--- src/rtl/core/ldsm_pkg.sv ---
`timescale 1ns / 1ps
// ----------------------------------------------------------------------------
// ldsm_pkg
// Shared widths, register indexes, reset values and types of the local
// deviation shadow mask block.
// ----------------------------------------------------------------------------
package ldsm_pkg;

  localparam int unsigned DEF_MAX_WIDTH  = 1024;
  localparam int unsigned DEF_MAX_HEIGHT = 1024;

  localparam int unsigned LUMA_W  = 8;
  localparam int unsigned DIM_W   = 11;
  localparam int unsigned LIMIT_W = 9;

  localparam int unsigned CFG_IDX_W  = 2;
  localparam int unsigned CFG_DATA_W = 11;

  localparam logic [CFG_IDX_W-1:0] REG_FRAME_WIDTH  = 2'd0;
  localparam logic [CFG_IDX_W-1:0] REG_FRAME_HEIGHT = 2'd1;
  localparam logic [CFG_IDX_W-1:0] REG_GLOBAL_LIMIT = 2'd2;

  localparam logic [DIM_W-1:0]   RST_FRAME_WIDTH  = 11'd640;
  localparam logic [DIM_W-1:0]   RST_FRAME_HEIGHT = 11'd480;
  localparam logic [LIMIT_W-1:0] RST_GLOBAL_LIMIT = 9'd0;

  // nine pixels: sum up to 9*255, sum of squares up to 9*255*255
  localparam int unsigned SUM_W = 12;
  localparam int unsigned SQ_W  = 20;
  // 81*y*y + sum*sum stays below 2^24
  localparam int unsigned CMP_W = 24;

  typedef struct packed {
    logic [SUM_W-1:0]  sum;
    logic [SQ_W-1:0]   sq_sum;
    logic [LUMA_W-1:0] center;
    logic              below_limit;
    logic              frame_end;
  } ldsm_stat_t;

endpackage

--- src/rtl/core/ldsm_col_cell.sv ---
`timescale 1ns / 1ps
// ----------------------------------------------------------------------------
// ldsm_col_cell
// One column of the 3x3 window. Shifts a column in from its right neighbor
// and adds its masked pixel sum and sum of squares to the running totals.
// ----------------------------------------------------------------------------
module ldsm_col_cell (
  input  logic                                 clk_i,
  input  logic                                 rst_ni,
  input  logic                                 shift_i,
  input  logic [2:0][ldsm_pkg::LUMA_W-1:0]     col_i,
  output logic [2:0][ldsm_pkg::LUMA_W-1:0]     col_o,
  input  logic [2:0]                           row_en_i,
  input  logic                                 col_en_i,
  input  logic [ldsm_pkg::SUM_W-1:0]           sum_i,
  input  logic [ldsm_pkg::SQ_W-1:0]            sq_i,
  output logic [ldsm_pkg::SUM_W-1:0]           sum_o,
  output logic [ldsm_pkg::SQ_W-1:0]            sq_o
);
  import ldsm_pkg::*;

  logic [2:0][LUMA_W-1:0] pix_q;

  always_ff @(posedge clk_i or negedge rst_ni) begin
    if (!rst_ni) begin
      pix_q <= '0;
    end else if (shift_i) begin
      pix_q <= col_i;
    end
  end

  assign col_o = pix_q;

  always_comb begin
    logic [SUM_W-1:0] s;
    logic [SQ_W-1:0]  q;
    s = sum_i;
    q = sq_i;
    for (int k = 0; k < 3; k++) begin
      if (col_en_i && row_en_i[k]) begin
        s = s + SUM_W'(pix_q[k]);
        q = q + SQ_W'(16'(pix_q[k]) * 16'(pix_q[k]));
      end
    end
    sum_o = s;
    sq_o  = q;
  end

endmodule

--- config.mk ---
export PLATFORM = sky130hd
export DESIGN_NAME = ldsm_col_cell
export DESIGN_NICKNAME = d
export VERILOG_FILES = /design/src/rtl/core/ldsm_pkg.sv /design/src/rtl/core/ldsm_col_cell.sv
export SDC_FILE = /design/constraint.sdc
export NUM_CORES = 1
export LEC_CHECK = 0
export BUFFER_PORTS_ARGS = -buffer_cell sky130_fd_sc_hd__clkbuf_2
export CAP_MARGIN = 15
export CORE_UTILIZATION = 55
export CTS_BUF_LIST = sky130_fd_sc_hd__clkbuf_2
export DETAILED_ROUTE_END_ITERATION = 12
export PLACE_DENSITY_LB_ADDON = 0.2
export SLEW_MARGIN = 5
export SYNTH_ARGS = -nofsm -noshare
export SYNTH_HDL_FRONTEND = slang
export SYNTH_SLANG_ARGS = --single-unit
export TNS_END_PERCENT = 20
--- constraint.sdc ---
create_clock -name clk_i -period 26.7 [get_ports clk_i]
set_input_delay 4.005 -clock clk_i [delete_from_list [all_inputs] [get_ports clk_i]]
set_output_delay 4.005 -clock clk_i [all_outputs]
set_load 0.01 [all_outputs]
==> impl_metrics.py <==
metrics = {
    "sta": {
        "hold_viol": 0,
        "max-slew-margin-rel": 0.338,
        "fin_setup_tns_ns": 0,
        "drv_slew": 0,
        "period_minus_slack_ns": 18.82,
        "hold_slack_ns": 0.840,
        "finalSetupViolCount": 0,
        "tightest_slew_ns": 0.983,
        "finClkSkew_ns": 0,
        "rsz0062_at_grt": "false",
        "max_freq_mhz": 53.1,
        "period_share": 0.705,
    },
    "drt": {
        "drt_wl_total_mm": 24.7,
        "drc_errors": 0,
        "drtPass1Iterations": 5,
        "via_count": 8223,
        "drtAntennaViolNets": 0,
        "drt-initial-drc-count": 381,
        "avgRoutedWirePerCell_um": 16.5,
        "avgViaCountPerCell": 5.49,
    },
    "final_layout": {
        "fillCellCount": 1566,
        "area.growth.synth_to_final_pct": 8.08,
        "largest_register_ffs": 24,
        "multi_input_area_um2": 8100,
        "regArea_um2": 601,
        "fin_nets": 1607,
        "final_area_um2": 10500,
        "drive_above_1_share": 0.135,
        "diodes": 0,
        "fin_util": 0.607,
    },
    "grt": {
        "grtUsageTotal": 0.286,
        "antenna_found_initial": 0,
        "grt_max_degree": 39,
        "grt_pass1_wl_mm": 40.4,
        "grt_pass1_vias": 8195,
        "gr-total-overflow": 0,
    },
    "clocking": {
        "path_clk_slew_ns": 0.38,
        "cts.htree.levels": 1,
        "numCtsBuffers": 3,
        "cts-resized-gates": 0,
        "clockRootBuffer": "clkbuf_2",
        "cts_tree": "yes",
        "cts.path.max_buffers": 2,
        "clkSinkCount": 24,
        "cts_setup_buffers": 0,
        "holdBufCountCts": 0,
        "insertion_delay_ns": 0.48,
    },
    "logic_synthesis": {
        "post-synth-top-count-cell": "inv_1",
        "syn_nets": 1511,
        "synth.top_cells.by_count": "inv_1, ha_1, fa_1",
        "synthDistinctLibCells": 64,
        "syn_area_um2": 9720,
        "syn_avg_cell_area_um2": 8.25,
        "yosysWarnings": 0,
        "yosysSeqAreaShare": 0.0618,
        "synth.ff_latch_count": 24,
        "synth_area_leaders": "fa_1, ha_1, inv_1",
        "synthArstFlopShare": 1.00,
        "synth_enable_flop_cells": 0,
        "yosysTopAreaCellShare": 0.247,
        "syn_inst": 1179,
        "synth_ff_type": "dfrtp_1",
        "yosys.area.top_type": "fa_1",
    },
    "critical_path": {
        "slowest_stage": "fa_1",
        "cp_max_fo": 6,
        "setup.worst_path.start": "sq_i[7]",
        "reg2reg_from": "col_o[13]$_DFFE_PN0P_",
        "crit_arrival_ns": 14.81,
        "cp_slowest_stage_delay_ns": 0.54,
        "end_kind": "output port",
        "cp.required_ns": 22.69,
        "reg2reg_depth": 2,
        "path_common_cell": "fa_1",
        "path_class": "input pin to output port",
        "ff2ff_setup_slack_ns": 25.41,
        "cp-start-kind": "input pin",
    },
    "floorplan": {
        "die_h_um": 135,
        "dieArea_um2": 18200,
        "dieWidth_um": 135,
        "core_um2": 17300,
        "start_util": 0.562,
        "pin_count": 119,
        "row_count": 48,
    },
    "job": {
        "timing.max_cap.violations": 0,
    },
    "hold_path": {
        "min_delay_path_depth": 2,
        "hold_path.class": "flip-flop to flip-flop",
        "hold_path.startpoint": "col_o[3]$_DFFE_PN0P_",
    },
    "run_status": {
        "status": "complete, no violations",
    },
    "place": {
        "dpl_cell_area_um2": 10500,
        "place_hpwl_mm": 21.0,
        "port_buffers": 118,
        "gp_congestion": 0.909,
    },
}
==> final cells by class <==
cell class                      count  area share
Clock buffer                        3     0.00143
Inverter                          241      0.0861
Multi-Input combinational cell    885       0.771
Sequential cell                    24      0.0572
Tap cell                          225      0.0268
Timing Repair Buffer              120      0.0576
==> critical path, delay by kind of cell <==
kind | cells | cell delay [ns]
simple gates | 5 | 1.08
fa+ha+maj | 15 | 7.01
buf+inv | 12 | 0.74
xor+xnor | 1 | 0.14
compound gates | 9 | 1.85
==> worst paths after layout <==
kind | end
max in group asynchronous | col_o[12]$_DFFE_PN0P_
worst min register to register | col_o[3]$_DFFE_PN0P_
worst max register to register | col_o[13]$_DFFE_PN0P_
min in group asynchronous | col_o[0]$_DFFE_PN0P_
worst max-delay path | sq_o[19]
worst min-delay path | col_o[3]$_DFFE_PN0P_
==> metal layers <==
metal | vias to the layer above | track usage | routed length, um
met5 | - | 0 | 0
met4 | 0 | 0.0699 | 599
met3 | 36 | 0.0330 | 995
met2 | 212 | 0.506 | 12200
met1 | 3967 | 0.370 | 10900
li1 | 4008 | - | -
==> through the flow <==
step	cells	worst slack [ns]
floorplan	1179	9.04
global placement	1495	8.11
detailed placement	1495	7.92
CTS	1498	7.90
global route	1498	7.31
finish	1498	7.88
==> cell usage in the layout (no fill, tap or decap), drive strengths merged, types with 2 or more instances in the layout <==
master and instances:
and2 49, nand4 3, a21oi 63, a41oi 2
fa 120, dfrtp 24, a31oi 5, xor2 22
mux2 33, or3 3, buf 2, o21ai 64
nor3 17, a41o 2, or4 2, nand3 12
a21o 16, nor2 59, clkbuf 121, o21bai 7
a211o 2, inv 241, o211ai 5, xnor2 48
nand2 110, o2111ai 2, or2 4, mux2i 17
o31ai 8, nor2b 13, ha 149, a211oi 14
and3 4, o21a 6, a21boi 2, nand2b 5
==> cell families after synthesis <==
logic type,synth area share
AOI/OAI and AO/OA,0.138
muxes,0.0557
buffers and inverters,0.105
adders and majority gates,0.439
xor gates and xnor gates,0.0631
DFF,0.0618
and+or+nand+nor,0.137
Power is left out: the tool's default activity adds up to more than one toggle a clock period on the data nets, which glitch-free logic cannot reach.
